==> config.mk <==
export PLATFORM = sky130hd
export DESIGN_NAME = clip_stack_glyph_quad_setup
export DESIGN_NICKNAME = d
export VERILOG_FILES = /design/src/csgq_pkg.sv /design/src/csgq_div.sv /design/src/csgq_ctrl.sv /design/src/csgq_dp.sv /design/src/clip_stack_glyph_quad_setup.sv
export SDC_FILE = /design/constraint.sdc
export NUM_CORES = 2
export LEC_CHECK = 0
export BUFFER_PORTS_ARGS = -buffer_cell sky130_fd_sc_hd__buf_2
export CORE_ASPECT_RATIO = 0.6
export CORE_MARGIN = 4
export CORE_UTILIZATION = 40
export CTS_BUF_LIST = sky130_fd_sc_hd__clkbuf_8
export DETAILED_ROUTE_END_ITERATION = 8
export PLACE_DENSITY_LB_ADDON = 0.25
export SKIP_LAST_GASP = 1
export SYNTH_ARGS = -nofsm -noshare
export SYNTH_HDL_FRONTEND = slang
export SYNTH_HIERARCHICAL = 1
export SYNTH_SLANG_ARGS = --single-unit
==> constraint.sdc <==
create_clock -name clk -period 11.7 [get_ports clk]
set_input_delay 0 -clock clk [delete_from_list [all_inputs] [get_ports clk]]
set_output_delay 0 -clock clk [all_outputs]
set_load 0.05 [all_outputs]
==> src/csgq_pkg.sv <==
// csgq_pkg: shared types and constants for the clip stack / glyph quad setup block
// no dependencies; imported by every module in src
`default_nettype none
package csgq_pkg;

	// default sizes, handed to the top level parameters
	localparam int STACK_DEPTH_DEF = 32;
	localparam int QUAD_SLOTS_DEF  = 4096;
	localparam int LAYERS_DEF      = 8;

	// atlas geometry: 16x16 cells, one cell is 2^12 in 0.16 uv
	localparam int CELL_SHIFT = 12;
	localparam int QUO_W      = CELL_SHIFT + 1;

	// command codes
	localparam logic [2:0] CMD_CLEAR  = 3'd0;
	localparam logic [2:0] CMD_PUSH   = 3'd1;
	localparam logic [2:0] CMD_REFINE = 3'd2;
	localparam logic [2:0] CMD_POP    = 3'd3;
	localparam logic [2:0] CMD_GLYPH  = 3'd4;

	// result status codes
	localparam logic [2:0] ST_VERTEX     = 3'd0;
	localparam logic [2:0] ST_REPORT     = 3'd1;
	localparam logic [2:0] ST_CULLED     = 3'd2;
	localparam logic [2:0] ST_STACK_FULL = 3'd3;
	localparam logic [2:0] ST_STORE_FULL = 3'd4;

	// configuration register indexes
	localparam logic CFG_FG = 1'b0;
	localparam logic CFG_BG = 1'b1;

	typedef enum logic [2:0] {
		S_IDLE,
		S_EXEC,
		S_POPRD,
		S_DIV,
		S_REPORT,
		S_EMIT
	} state_t;

	typedef struct packed {
		logic signed [15:0] x;
		logic signed [15:0] y;
		logic [14:0]        w;
		logic [14:0]        h;
	} rect_t;

	// controller to datapath
	typedef struct packed {
		logic       latch_in;
		logic       op_clear;
		logic       op_push;
		logic       pop_rd;
		logic       pop_load;
		logic       div_start;
		logic       load_report;
		logic [2:0] report_code;
		logic       load_vertex;
		logic [1:0] vert_k;
		logic       bump_count;
	} ctl_t;

	// datapath to controller
	typedef struct packed {
		logic [2:0] cmd;
		logic       stack_full;
		logic       stack_base;
		logic       visible;
		logic       store_full;
		logic       div_busy;
		logic       out_free;
	} sts_t;

endpackage
`default_nettype wire

==> src/csgq_div.sv <==
// csgq_div: iterative divider giving floor(d * 2^12 / n) for d <= n, n > 0
// one quotient bit per cycle; uses csgq_pkg
`default_nettype none
module csgq_div (
	input  wire                          clk,
	input  wire                          arst_n,
	input  wire                          start,
	input  wire [14:0]                   dividend,
	input  wire [14:0]                   divisor,
	output logic                         busy,
	output logic [csgq_pkg::QUO_W-1:0]   quo
);
	import csgq_pkg::*;

	logic [14:0]      rem_q;
	logic [14:0]      div_q;
	logic [QUO_W-1:0] quo_q;
	logic [3:0]       cnt_q;
	logic             busy_q;
	logic [15:0]      rem2;
	logic             bit_ge;

	assign rem2   = {rem_q, 1'b0};
	assign bit_ge = rem2 >= {1'b0, div_q};

	always_ff @(posedge clk or negedge arst_n) begin
		if (!arst_n) begin
			busy_q <= 1'b0;
			cnt_q  <= '0;
		end else if (start) begin
			busy_q <= 1'b1;
			cnt_q  <= 4'(CELL_SHIFT);
		end else if (busy_q) begin
			cnt_q <= cnt_q - 4'd1;
			if (cnt_q == 4'd1) begin
				busy_q <= 1'b0;
			end
		end
	end

	always_ff @(posedge clk) begin
		if (start) begin
			div_q <= divisor;
			// whole part is one when the dividend is not below the divisor (that is, equal to it for d <= n)
			if (dividend >= divisor) begin
				rem_q <= dividend - divisor;
				quo_q <= QUO_W'(1);
			end else begin
				rem_q <= dividend;
				quo_q <= '0;
			end
		end else if (busy_q) begin
			rem_q <= bit_ge ? 15'(rem2 - {1'b0, div_q}) : rem2[14:0];
			quo_q <= {quo_q[QUO_W-2:0], bit_ge};
		end
	end

	assign busy = busy_q;
	assign quo  = quo_q;
endmodule
`default_nettype wire

==> src/csgq_ctrl.sv <==
// csgq_ctrl: command sequencer for the clip stack / glyph quad setup block
// drives csgq_dp through ctl_t and reads sts_t; uses csgq_pkg
`default_nettype none
module csgq_ctrl (
	input  wire                clk,
	input  wire                arst_n,
	input  wire                in_valid,
	output logic               in_ready,
	input  csgq_pkg::sts_t     sts,
	output csgq_pkg::ctl_t     ctl
);
	import csgq_pkg::*;

	state_t     state_q, state_d;
	logic [2:0] rep_q, rep_d;
	logic [1:0] k_q, k_d;

	always_ff @(posedge clk or negedge arst_n) begin
		if (!arst_n) begin
			state_q <= S_IDLE;
			rep_q   <= ST_REPORT;
			k_q     <= '0;
		end else begin
			state_q <= state_d;
			rep_q   <= rep_d;
			k_q     <= k_d;
		end
	end

	always_comb begin
		state_d  = state_q;
		rep_d    = rep_q;
		k_d      = k_q;
		in_ready = 1'b0;
		ctl      = '0;
		ctl.report_code = rep_q;
		ctl.vert_k      = k_q;
		unique case (state_q)
			S_IDLE: begin
				in_ready = 1'b1;
				if (in_valid) begin
					ctl.latch_in = 1'b1;
					state_d      = S_EXEC;
				end
			end
			S_EXEC: begin
				rep_d   = ST_REPORT;
				state_d = S_REPORT;
				if (sts.cmd == CMD_CLEAR) begin
					ctl.op_clear = 1'b1;
				end else if (sts.cmd == CMD_PUSH || sts.cmd == CMD_REFINE) begin
					if (sts.stack_full) begin
						rep_d = ST_STACK_FULL;
					end else begin
						ctl.op_push = 1'b1;
					end
				end else if (sts.cmd == CMD_POP) begin
					if (!sts.stack_base) begin
						ctl.pop_rd = 1'b1;
						state_d    = S_POPRD;
					end
				end else if (sts.cmd == CMD_GLYPH) begin
					if (!sts.visible) begin
						rep_d = ST_CULLED;
					end else if (sts.store_full) begin
						rep_d = ST_STORE_FULL;
					end else begin
						ctl.div_start = 1'b1;
						state_d       = S_DIV;
					end
				end else begin
					state_d = S_IDLE;
				end
			end
			S_POPRD: begin
				ctl.pop_load = 1'b1;
				state_d      = S_REPORT;
			end
			S_DIV: begin
				if (!sts.div_busy) begin
					k_d     = '0;
					state_d = S_EMIT;
				end
			end
			S_REPORT: begin
				if (sts.out_free) begin
					ctl.load_report = 1'b1;
					state_d         = S_IDLE;
				end
			end
			S_EMIT: begin
				if (sts.out_free) begin
					ctl.load_vertex = 1'b1;
					k_d             = k_q + 2'd1;
					if (k_q == 2'd3) begin
						ctl.bump_count = 1'b1;
						state_d        = S_IDLE;
					end
				end
			end
			default: state_d = S_IDLE;
		endcase
	end
endmodule
`default_nettype wire

==> src/csgq_dp.sv <==
// csgq_dp: datapath with clip stack memory, top registers, geometry, dividers and output beat
// instantiates csgq_div; uses csgq_pkg
`default_nettype none
module csgq_dp #(
	parameter int STACK_DEPTH = csgq_pkg::STACK_DEPTH_DEF,
	parameter int QUAD_SLOTS  = csgq_pkg::QUAD_SLOTS_DEF,
	parameter int LAYERS      = csgq_pkg::LAYERS_DEF
) (
	input  wire                clk,
	input  wire                arst_n,
	input  csgq_pkg::ctl_t     ctl,
	output csgq_pkg::sts_t     sts,
	input  wire                cfg_valid,
	input  wire                cfg_index,
	input  wire [31:0]         cfg_data,
	input  wire [2:0]          cmd,
	input  wire signed [15:0]  rect_x,
	input  wire signed [15:0]  rect_y,
	input  wire [14:0]         rect_w,
	input  wire [14:0]         rect_h,
	input  wire [9:0]          glyph_code,
	input  wire [2:0]          layer,
	output logic               out_valid,
	input  wire                out_ready,
	output logic [2:0]         status,
	output logic signed [16:0] pos_x,
	output logic signed [16:0] pos_y,
	output logic [16:0]        tex_u,
	output logic [16:0]        tex_v,
	output logic [14:0]        clip_w,
	output logic [14:0]        clip_h,
	output logic [13:0]        vertex_index,
	output logic [2:0]         layer_tag,
	output logic [31:0]        out_fg,
	output logic [31:0]        out_bg,
	output logic               last
);
	import csgq_pkg::*;

	localparam int SPW = $clog2(STACK_DEPTH);
	localparam int VCW = $clog2(4 * QUAD_SLOTS + 1);

	// latched command
	logic [2:0]         cmd_q;
	logic signed [15:0] rx_q, ry_q;
	logic [14:0]        rw_q, rh_q;
	logic [9:0]         code_q;
	logic [2:0]         layer_q;

	// stack
	rect_t              mem [STACK_DEPTH];
	rect_t              rd_q;
	rect_t              top_q, base_q;
	logic [SPW-1:0]     sp_q;
	logic [VCW-1:0]     count_q;
	logic [31:0]        fg_q, bg_q;

	// geometry
	logic signed [16:0] rx17, ry17, gx1, gy1, tx0, ty0, tx1, ty1;
	logic signed [16:0] x0, y0, x1, y1;
	logic signed [16:0] gx0_q, gy0_q, gx1_q, gy1_q;
	rect_t              new_rect;
	logic [14:0]        dd [4];
	logic [14:0]        dn [4];
	logic [QUO_W-1:0]   quo [4];
	logic [3:0]         busy;

	// output beat
	logic               ov_q;
	logic [2:0]         status_q;
	logic signed [16:0] px_q, py_q;
	logic [16:0]        u_q, v_q;
	logic [14:0]        cw_q, ch_q;
	logic [13:0]        vidx_q;
	logic [2:0]         lay_q;
	logic [31:0]        ofg_q, obg_q;
	logic               last_q;

	logic [16:0]        cu, cv, u0, u1, v0, v1;
	logic [31:0]        vidx_w;
	logic [2:0]         lay_sat;
	logic               out_free;

	assign rx17 = {rx_q[15], rx_q};
	assign ry17 = {ry_q[15], ry_q};
	assign gx1  = rx17 + $signed({2'b00, rw_q});
	assign gy1  = ry17 + $signed({2'b00, rh_q});
	assign tx0  = {top_q.x[15], top_q.x};
	assign ty0  = {top_q.y[15], top_q.y};
	assign tx1  = tx0 + $signed({2'b00, top_q.w});
	assign ty1  = ty0 + $signed({2'b00, top_q.h});
	assign x0   = (rx17 > tx0) ? rx17 : tx0;
	assign y0   = (ry17 > ty0) ? ry17 : ty0;
	assign x1   = (gx1 < tx1) ? gx1 : tx1;
	assign y1   = (gy1 < ty1) ? gy1 : ty1;

	always_comb begin
		if (cmd_q == CMD_REFINE) begin
			new_rect.x = x0[15:0];
			new_rect.y = y0[15:0];
			new_rect.w = (x1 > x0) ? 15'(x1 - x0) : '0;
			new_rect.h = (y1 > y0) ? 15'(y1 - y0) : '0;
		end else begin
			new_rect.x = rx_q;
			new_rect.y = ry_q;
			new_rect.w = rw_q;
			new_rect.h = rh_q;
		end
	end

	// dividends are offsets into the glyph box, never beyond its size
	// taken from the live clip corners, which the dividers load at start
	assign dd[0] = 15'(x0 - rx17);
	assign dd[1] = 15'(x1 - rx17);
	assign dd[2] = 15'(y0 - ry17);
	assign dd[3] = 15'(y1 - ry17);
	assign dn[0] = rw_q;
	assign dn[1] = rw_q;
	assign dn[2] = rh_q;
	assign dn[3] = rh_q;

	for (genvar i = 0; i < 4; i++) begin : g_div
		csgq_div u_div (
			.clk      (clk),
			.arst_n   (arst_n),
			.start    (ctl.div_start),
			.dividend (dd[i]),
			.divisor  (dn[i]),
			.busy     (busy[i]),
			.quo      (quo[i])
		);
	end

	always_ff @(posedge clk) begin
		if (ctl.latch_in) begin
			cmd_q   <= cmd;
			rx_q    <= rect_x;
			ry_q    <= rect_y;
			rw_q    <= rect_w;
			rh_q    <= rect_h;
			code_q  <= glyph_code;
			layer_q <= layer;
		end
		if (ctl.div_start) begin
			gx0_q <= x0;
			gy0_q <= y0;
			gx1_q <= x1;
			gy1_q <= y1;
		end
		if (ctl.op_push) begin
			mem[SPW'(sp_q + 1'b1)] <= new_rect;
		end
		if (ctl.pop_rd) begin
			rd_q <= mem[SPW'(sp_q - 1'b1)];
		end
	end

	always_ff @(posedge clk or negedge arst_n) begin
		if (!arst_n) begin
			top_q   <= '0;
			base_q  <= '0;
			sp_q    <= '0;
			count_q <= '0;
			fg_q    <= '0;
			bg_q    <= '0;
		end else begin
			if (cfg_valid) begin
				if (cfg_index == CFG_FG) begin
					fg_q <= cfg_data;
				end else begin
					bg_q <= cfg_data;
				end
			end
			if (ctl.op_clear) begin
				top_q   <= '{x: '0, y: '0, w: rw_q, h: rh_q};
				base_q  <= '{x: '0, y: '0, w: rw_q, h: rh_q};
				sp_q    <= '0;
				count_q <= '0;
			end else if (ctl.op_push) begin
				top_q <= new_rect;
				sp_q  <= sp_q + 1'b1;
			end else if (ctl.pop_load) begin
				top_q <= (sp_q == SPW'(1)) ? base_q : rd_q;
				sp_q  <= sp_q - 1'b1;
			end else if (ctl.bump_count) begin
				count_q <= count_q + VCW'(4);
			end
		end
	end

	// uv: cell origin plus interpolated offset, zero for codes past the atlas
	assign cu = (code_q > 10'd255) ? '0 : 17'({code_q[3:0], {CELL_SHIFT{1'b0}}});
	assign cv = (code_q > 10'd255) ? '0 : 17'({code_q[7:4], {CELL_SHIFT{1'b0}}});
	assign u0 = (code_q > 10'd255) ? '0 : cu + 17'(quo[0]);
	assign u1 = (code_q > 10'd255) ? '0 : cu + 17'(quo[1]);
	assign v0 = (code_q > 10'd255) ? '0 : cv + 17'(quo[2]);
	assign v1 = (code_q > 10'd255) ? '0 : cv + 17'(quo[3]);

	assign vidx_w  = 32'(count_q) + 32'(ctl.vert_k);
	assign lay_sat = (32'(layer_q) >= LAYERS) ? 3'(LAYERS - 1) : layer_q;
	assign out_free = !ov_q || out_ready;

	always_ff @(posedge clk or negedge arst_n) begin
		if (!arst_n) begin
			ov_q <= 1'b0;
		end else if (ctl.load_report || ctl.load_vertex) begin
			ov_q <= 1'b1;
		end else if (out_ready) begin
			ov_q <= 1'b0;
		end
	end

	always_ff @(posedge clk) begin
		if (ctl.load_report) begin
			status_q <= ctl.report_code;
			px_q     <= tx0;
			py_q     <= ty0;
			u_q      <= '0;
			v_q      <= '0;
			cw_q     <= top_q.w;
			ch_q     <= top_q.h;
			vidx_q   <= '0;
			lay_q    <= '0;
			ofg_q    <= '0;
			obg_q    <= '0;
			last_q   <= 1'b1;
		end else if (ctl.load_vertex) begin
			status_q <= ST_VERTEX;
			// corner order: x1y1, x1y0, x0y0, x0y1
			px_q     <= (ctl.vert_k[1]) ? gx0_q : gx1_q;
			py_q     <= (ctl.vert_k == 2'd1 || ctl.vert_k == 2'd2) ? gy0_q : gy1_q;
			u_q      <= (ctl.vert_k[1]) ? u0 : u1;
			v_q      <= (ctl.vert_k == 2'd1 || ctl.vert_k == 2'd2) ? v0 : v1;
			cw_q     <= top_q.w;
			ch_q     <= top_q.h;
			vidx_q   <= vidx_w[13:0];
			lay_q    <= lay_sat;
			ofg_q    <= fg_q;
			obg_q    <= bg_q;
			last_q   <= (ctl.vert_k == 2'd3);
		end
	end

	assign sts.cmd        = cmd_q;
	assign sts.stack_full = (sp_q == SPW'(STACK_DEPTH - 1));
	assign sts.stack_base = (sp_q == '0);
	assign sts.visible    = (x0 < x1) && (y0 < y1);
	assign sts.store_full = (32'(count_q) + 32'd4) > 32'(4 * QUAD_SLOTS);
	assign sts.div_busy   = |busy;
	assign sts.out_free   = out_free;

	assign out_valid    = ov_q;
	assign status       = status_q;
	assign pos_x        = px_q;
	assign pos_y        = py_q;
	assign tex_u        = u_q;
	assign tex_v        = v_q;
	assign clip_w       = cw_q;
	assign clip_h       = ch_q;
	assign vertex_index = vidx_q;
	assign layer_tag    = lay_q;
	assign out_fg       = ofg_q;
	assign out_bg       = obg_q;
	assign last         = last_q;
endmodule
`default_nettype wire

==> src/clip_stack_glyph_quad_setup.sv <==
// clip_stack_glyph_quad_setup: top level, scissor stack plus clipped glyph quad generator
// clear/push/refine execute then report; pop reads the stack first; unused codes report nothing
// a visible glyph that fits runs 4 divider lanes (12 shift steps each), then emits four
// vertices, else reports; one command at a time; result back-pressure stalls the beats
// reset (arst_n, async low): stack to one empty base rect, vertex count and colours to zero
// depends on csgq_pkg, csgq_ctrl, csgq_dp
`default_nettype none
module clip_stack_glyph_quad_setup #(
	parameter int STACK_DEPTH = csgq_pkg::STACK_DEPTH_DEF,
	parameter int QUAD_SLOTS  = csgq_pkg::QUAD_SLOTS_DEF,
	parameter int LAYERS      = csgq_pkg::LAYERS_DEF
) (
	input  wire                clk,
	input  wire                arst_n,
	// configuration writes, always taken
	input  wire                cfg_valid,
	output logic               cfg_ready,
	input  wire                cfg_index,
	input  wire [31:0]         cfg_data,
	// command beats
	input  wire                in_valid,
	output logic               in_ready,
	input  wire [2:0]          cmd,
	input  wire signed [15:0]  rect_x,
	input  wire signed [15:0]  rect_y,
	input  wire [14:0]         rect_w,
	input  wire [14:0]         rect_h,
	input  wire [9:0]          glyph_code,
	input  wire [2:0]          layer,
	// result beats
	output logic               out_valid,
	input  wire                out_ready,
	output logic [2:0]         status,
	output logic signed [16:0] pos_x,
	output logic signed [16:0] pos_y,
	output logic [16:0]        tex_u,
	output logic [16:0]        tex_v,
	output logic [14:0]        clip_w,
	output logic [14:0]        clip_h,
	output logic [13:0]        vertex_index,
	output logic [2:0]         layer_tag,
	output logic [31:0]        out_fg,
	output logic [31:0]        out_bg,
	output logic               last
);
	import csgq_pkg::*;

	ctl_t ctl;
	sts_t sts;

	// colour registers accept a write every cycle
	assign cfg_ready = 1'b1;

	// sequencer: idle, execute, optional pop read, divide, then report or four vertices
	csgq_ctrl u_ctrl (
		.clk      (clk),
		.arst_n   (arst_n),
		.in_valid (in_valid),
		.in_ready (in_ready),
		.sts      (sts),
		.ctl      (ctl)
	);

	// stack memory, top cache, clip geometry, uv dividers and the output beat register
	csgq_dp #(
		.STACK_DEPTH (STACK_DEPTH),
		.QUAD_SLOTS  (QUAD_SLOTS),
		.LAYERS      (LAYERS)
	) u_dp (
		.clk          (clk),
		.arst_n       (arst_n),
		.ctl          (ctl),
		.sts          (sts),
		.cfg_valid    (cfg_valid),
		.cfg_index    (cfg_index),
		.cfg_data     (cfg_data),
		.cmd          (cmd),
		.rect_x       (rect_x),
		.rect_y       (rect_y),
		.rect_w       (rect_w),
		.rect_h       (rect_h),
		.glyph_code   (glyph_code),
		.layer        (layer),
		.out_valid    (out_valid),
		.out_ready    (out_ready),
		.status       (status),
		.pos_x        (pos_x),
		.pos_y        (pos_y),
		.tex_u        (tex_u),
		.tex_v        (tex_v),
		.clip_w       (clip_w),
		.clip_h       (clip_h),
		.vertex_index (vertex_index),
		.layer_tag    (layer_tag),
		.out_fg       (out_fg),
		.out_bg       (out_bg),
		.last         (last)
	);

	// one command in flight: no new beat taken right after one is accepted
	a_one_cmd: assert property (@(posedge clk) disable iff (!arst_n)
		in_valid && in_ready |=> !in_ready)
		else $error("command accepted while another is in flight");

	// every non-vertex result closes its command
	a_status_last: assert property (@(posedge clk) disable iff (!arst_n)
		out_valid && status != ST_VERTEX |-> last)
		else $error("status result without last");

	// uv never exceeds one full texture
	a_uv_range: assert property (@(posedge clk) disable iff (!arst_n)
		out_valid && status == ST_VERTEX |-> tex_u <= 17'd65536 && tex_v <= 17'd65536)
		else $error("uv out of range");

	// vertices of one quad carry consecutive indexes
	a_vidx_step: assert property (@(posedge clk) disable iff (!arst_n)
		out_valid && out_ready && status == ST_VERTEX && !last
		|=> !out_valid || (status == ST_VERTEX && vertex_index == $past(vertex_index) + 14'd1))
		else $error("vertex index not consecutive within a quad");
endmodule
`default_nettype wire
==> results by group <==
Die
  – Core area: 302200 µm²
  – Initial Util: 0.4032
  – Rows: 156
  – Horiz. Die Dim: 720.5 µm
  – Die area: 313800 µm²
  – Die span in y: 435.5 µm
  – Total I/O pin count: 302

Logic synthesis
  – Synth Flop Type: edfxtp_1
  – Async S/R FF share, synth: 0.07387
  – Register area share after synthesis: 0.6594
  – Post-Syn Area: 121800 µm²
  – Syn Area/Cell: 16.19 µm²
  – Cells after synthesis: 7524
  – Syn Nets: 8036
  – Post-synth EDFFs: 2429
  – Post-synth cell types: 105
  – Yosys reg bits: 2748
  – Synth warnings: 6

Timing
  – Relative slew slack: 0.07357
  – Final hold vios: 0
  – Final Setup Violations: 0
  – Final WS setup: 0.5428 ns
  – Skew final: 0.09459 ns
  – Final Critical Period: 11.16 ns
  – Setup TNS: 0 ns
  – Fmax: 89.63 MHz
  – Period utilization: 0.9536
  – Final slew viol count: 0
  – RSZ-0062 raised after global routing: no
  – Worst slew pin tran: 1.390 ns

Global route
  – Pin count of the biggest net entering global routing: 153
  – Antenna violations before repair: 19
  – Overflow after GRT: 0
  – GRT Util Overall: 0.2241
  – Vias in the first global route: 70740
  – First-pass GRT wire length: 514800 µm

Detailed routing
  – Total Routed Length: 359700 µm
  – Wire per inst: 28.43 µm
  – 1st-pass router iterations: 6
  – Residual DRC: 0
  – Total number of vias: 72710
  – Detail Route Antenna Nets: 0
  – Initial drt markers: 9116
  – Via density per instance: 5.747

Critical path
  – Worst Path Max Fanout: 28
  – Worst Setup Path Type: flip-flop to flip-flop
  – CP Launch Type: flip-flop
  – Crit path arrival time: 11.75 ns
  – Slowest stage cell, crit path: or2_2
  – Crit-path leading delay family: compound AO/OA/AOI/OAI gates
  – CP most frequent cell: a21oi_1
  – Worst path max stage delay: 0.76 ns
  – Worst path bufs/invs: 3
  – R2R setup slack: 0.54 ns
  – CP Data Required Time: 12.29 ns
  – Setup crit end kind: flip-flop

Placement
  – Place WS: 0.9156 ns
  – Port Buffers: 300
  – Placer congestion estimate: 0.9282
  – Dpl hpwl: 219400 µm

CTS
  – CTS tree: yes
  – Root Buffer: clkbuf_8
  – Hold buffers post-CTS: 236
  – Clock latency on the worst-skew pair: 1.05 ns
  – Num Clock Sinks: 2748
  – TritonCTS Buffers: 390
  – Post-CTS Resized: 0
  – Post-CTS Setup Inserts: 0
  – Clk slew on worst S/H paths: 0.07 ns
  – CTS Buffer Depth: 4
  – H-tree depth: 5

Flow run
  – Maxcap violations: 0

Cells and area
  – Final-stage net count: 8814
  – Layout area overhead: 14.21%
  – Layout cell share with drive strength beyond 1: 0.2274

Run status
  – Status: complete, no violations

Min path
  – Type of the worst min-delay path: primary input to async pin
cell usage after synthesis (10+ instances only):
| library cell | n | share of area |
|---|---|---|
| a211oi_1 | 36 | 0.0022 |
| a21boi_0 | 27 | 0.0017 |
| a21o_1 | 67 | 0.0041 |
| a21oi_1 | 267 | 0.011 |
| a221oi_1 | 14 | 0.0010 |
| a311oi_1 | 29 | 0.0021 |
| a31o_2 | 11 | 0.00079 |
| a31oi_1 | 32 | 0.0016 |
| and2_1 | 23 | 0.0012 |
| and3_1 | 22 | 0.0011 |
| buf_1 | 61 | 0.0019 |
| buf_2 | 18 | 0.00074 |
| clkbuf_1 | 249 | 0.0077 |
| dfrtp_1 | 202 | 0.041 |
| dfxtp_1 | 116 | 0.019 |
| edfxtp_1 | 2429 | 0.60 |
| fa_1 | 18 | 0.0030 |
| ha_1 | 378 | 0.039 |
| inv_1 | 382 | 0.012 |
| mux2_2 | 172 | 0.016 |
| mux2i_1 | 278 | 0.023 |
| mux4_2 | 620 | 0.11 |
| nand2_1 | 402 | 0.012 |
| nand2b_1 | 58 | 0.0030 |
| nand3_1 | 68 | 0.0028 |
| nand3b_1 | 11 | 0.00068 |
| nand4_1 | 53 | 0.0027 |
| nor2_1 | 422 | 0.013 |
| nor2b_1 | 93 | 0.0048 |
| nor3_1 | 92 | 0.0038 |
| o2111ai_1 | 11 | 0.00079 |
| o211ai_1 | 28 | 0.0017 |
| o21a_1 | 37 | 0.0023 |
| o21ai_0 | 281 | 0.012 |
| o21bai_1 | 26 | 0.0016 |
| o221ai_1 | 10 | 0.00072 |
| o22ai_1 | 11 | 0.00056 |
| o31a_1 | 12 | 0.00086 |
| o31ai_1 | 39 | 0.0024 |
| or2_2 | 18 | 0.00092 |
| or3_1 | 11 | 0.00056 |
| xnor2_1 | 141 | 0.010 |
| xor2_1 | 75 | 0.0054 |
placed cells by master (no fill, tap or decap), types with 97 or more instances in the layout:
cell,instances
edfxtp_1,2429
mux4_2,620
inv_1,498
clkbuf_8,405
nand2_1,401
nor2_1,389
ha_1,376
buf_2,299
mux2i_1,277
a21oi_1,267
o21ai_0,250
dlygate4sd3_1,235
dfrtp_1,200
buf_4,179
mux2_2,172
xnor2_1,139
dfxtp_1,116
clkinv_1,97
per-stage QoR:
stage | hold slack (ns) | std cells | cell area (µm²) | util
global placement | 0.08541 | 11700 | 129300 | 0.4281
floorplan | -0.2956 | 7524 | 121800 | -
detailed placement | 0.09489 | 11700 | 129300 | 0.4281
finish | 0.2102 | 12650 | 139200 | 0.4605
global route | 0.2101 | 12650 | 139100 | 0.4605
CTS | 0.1357 | 12640 | 139100 | 0.4604
flip-flops by register name, indices dropped and copies added (netlist names), 17 cells and up:
name	flops
u_dp/out_fg	32
u_dp/pos_y	17
u_dp/bg_q	32
u_dp/g_div.u_div/quo	52
u_dp/gx1_q	17
u_dp/fg_q	32
u_dp/rd_q	62
u_dp/mem	1984
u_dp/gy1_q	17
u_dp/pos_x	17
u_dp/g_div.u_div/rem_q	60
u_dp/tex_v	17
u_dp/out_bg	32
u_dp/base_q	30
u_dp/tex_u	17
u_dp/g_div.u_div/div_q	60
u_dp/top_q	62
layout make-up:
cell class | count | area [µm²]
diodes | 10 | 25.02
repair buffers | 725 | 5425
inverters | 383 | 1439
flip-flops and latches | 2748 | 80350
multi-input cells | 4054 | 39500
clock buffers | 405 | 5574
fillers | 26130 | 163000
well taps | 4029 | 5041
clock inverters | 299 | 1804
worst reg2reg max path: cells and delay by family (launching register included):
| kind | cells | cell delay (ns) |
|---|---|---|
| XOR/XNOR | 2 | 0.31 |
| flip-flops | 1 | 0.64 |
| AND/OR/NAND/NOR | 13 | 3.58 |
| adder cells (fa/ha/maj) | 3 | 1.06 |
| buffers and inverters | 3 | 0.92 |
| multiplexers | 1 | 0.45 |
| AO/OA/AOI/OAI | 16 | 3.76 |
metal layers:
metal / global-route usage / vias up / part of all wire
li1: - / 30910 / -
met1: 0.3537 / 38070 / 0.47
met2: 0.3178 / 3240 / 0.42
met3: 0.04392 / 487 / 0.086
met4: 0.05060 / 10 / 0.022
met5: 0 / - / 0.00014
worst paths after layout:
check | from | to | depth (start not counted)
worst max-delay path | u_dp/rh_q[0] | u_dp/g_div[0].u_div/rem_q[8] | 38
worst min-delay path | arst_n | u_dp/fg_q[22] | 4
worst max register to register | u_dp/rh_q[0] | u_dp/g_div[0].u_div/rem_q[8] | 38
worst min register to register | u_dp/tex_v[2] | u_dp/tex_v[2] | 2
max in group asynchronous | arst_n | u_ctrl/k_q[1] | 4
min in group clk | rect_h[9] | u_dp/rh_q[9] | 3
kinds of logic after synthesis:
logic type / share of synthesized area
simple gates: 0.05087
flops: 0.6594
buf+inv: 0.02298
xor+xnor: 0.01566
fa+ha+maj: 0.04203
other cells: 0.00003078
mux: 0.1533
compound gates: 0.05568
Power is left out: the tool's default activity adds up to more than one toggle a clock period on the data nets, which glitch-free logic cannot reach.
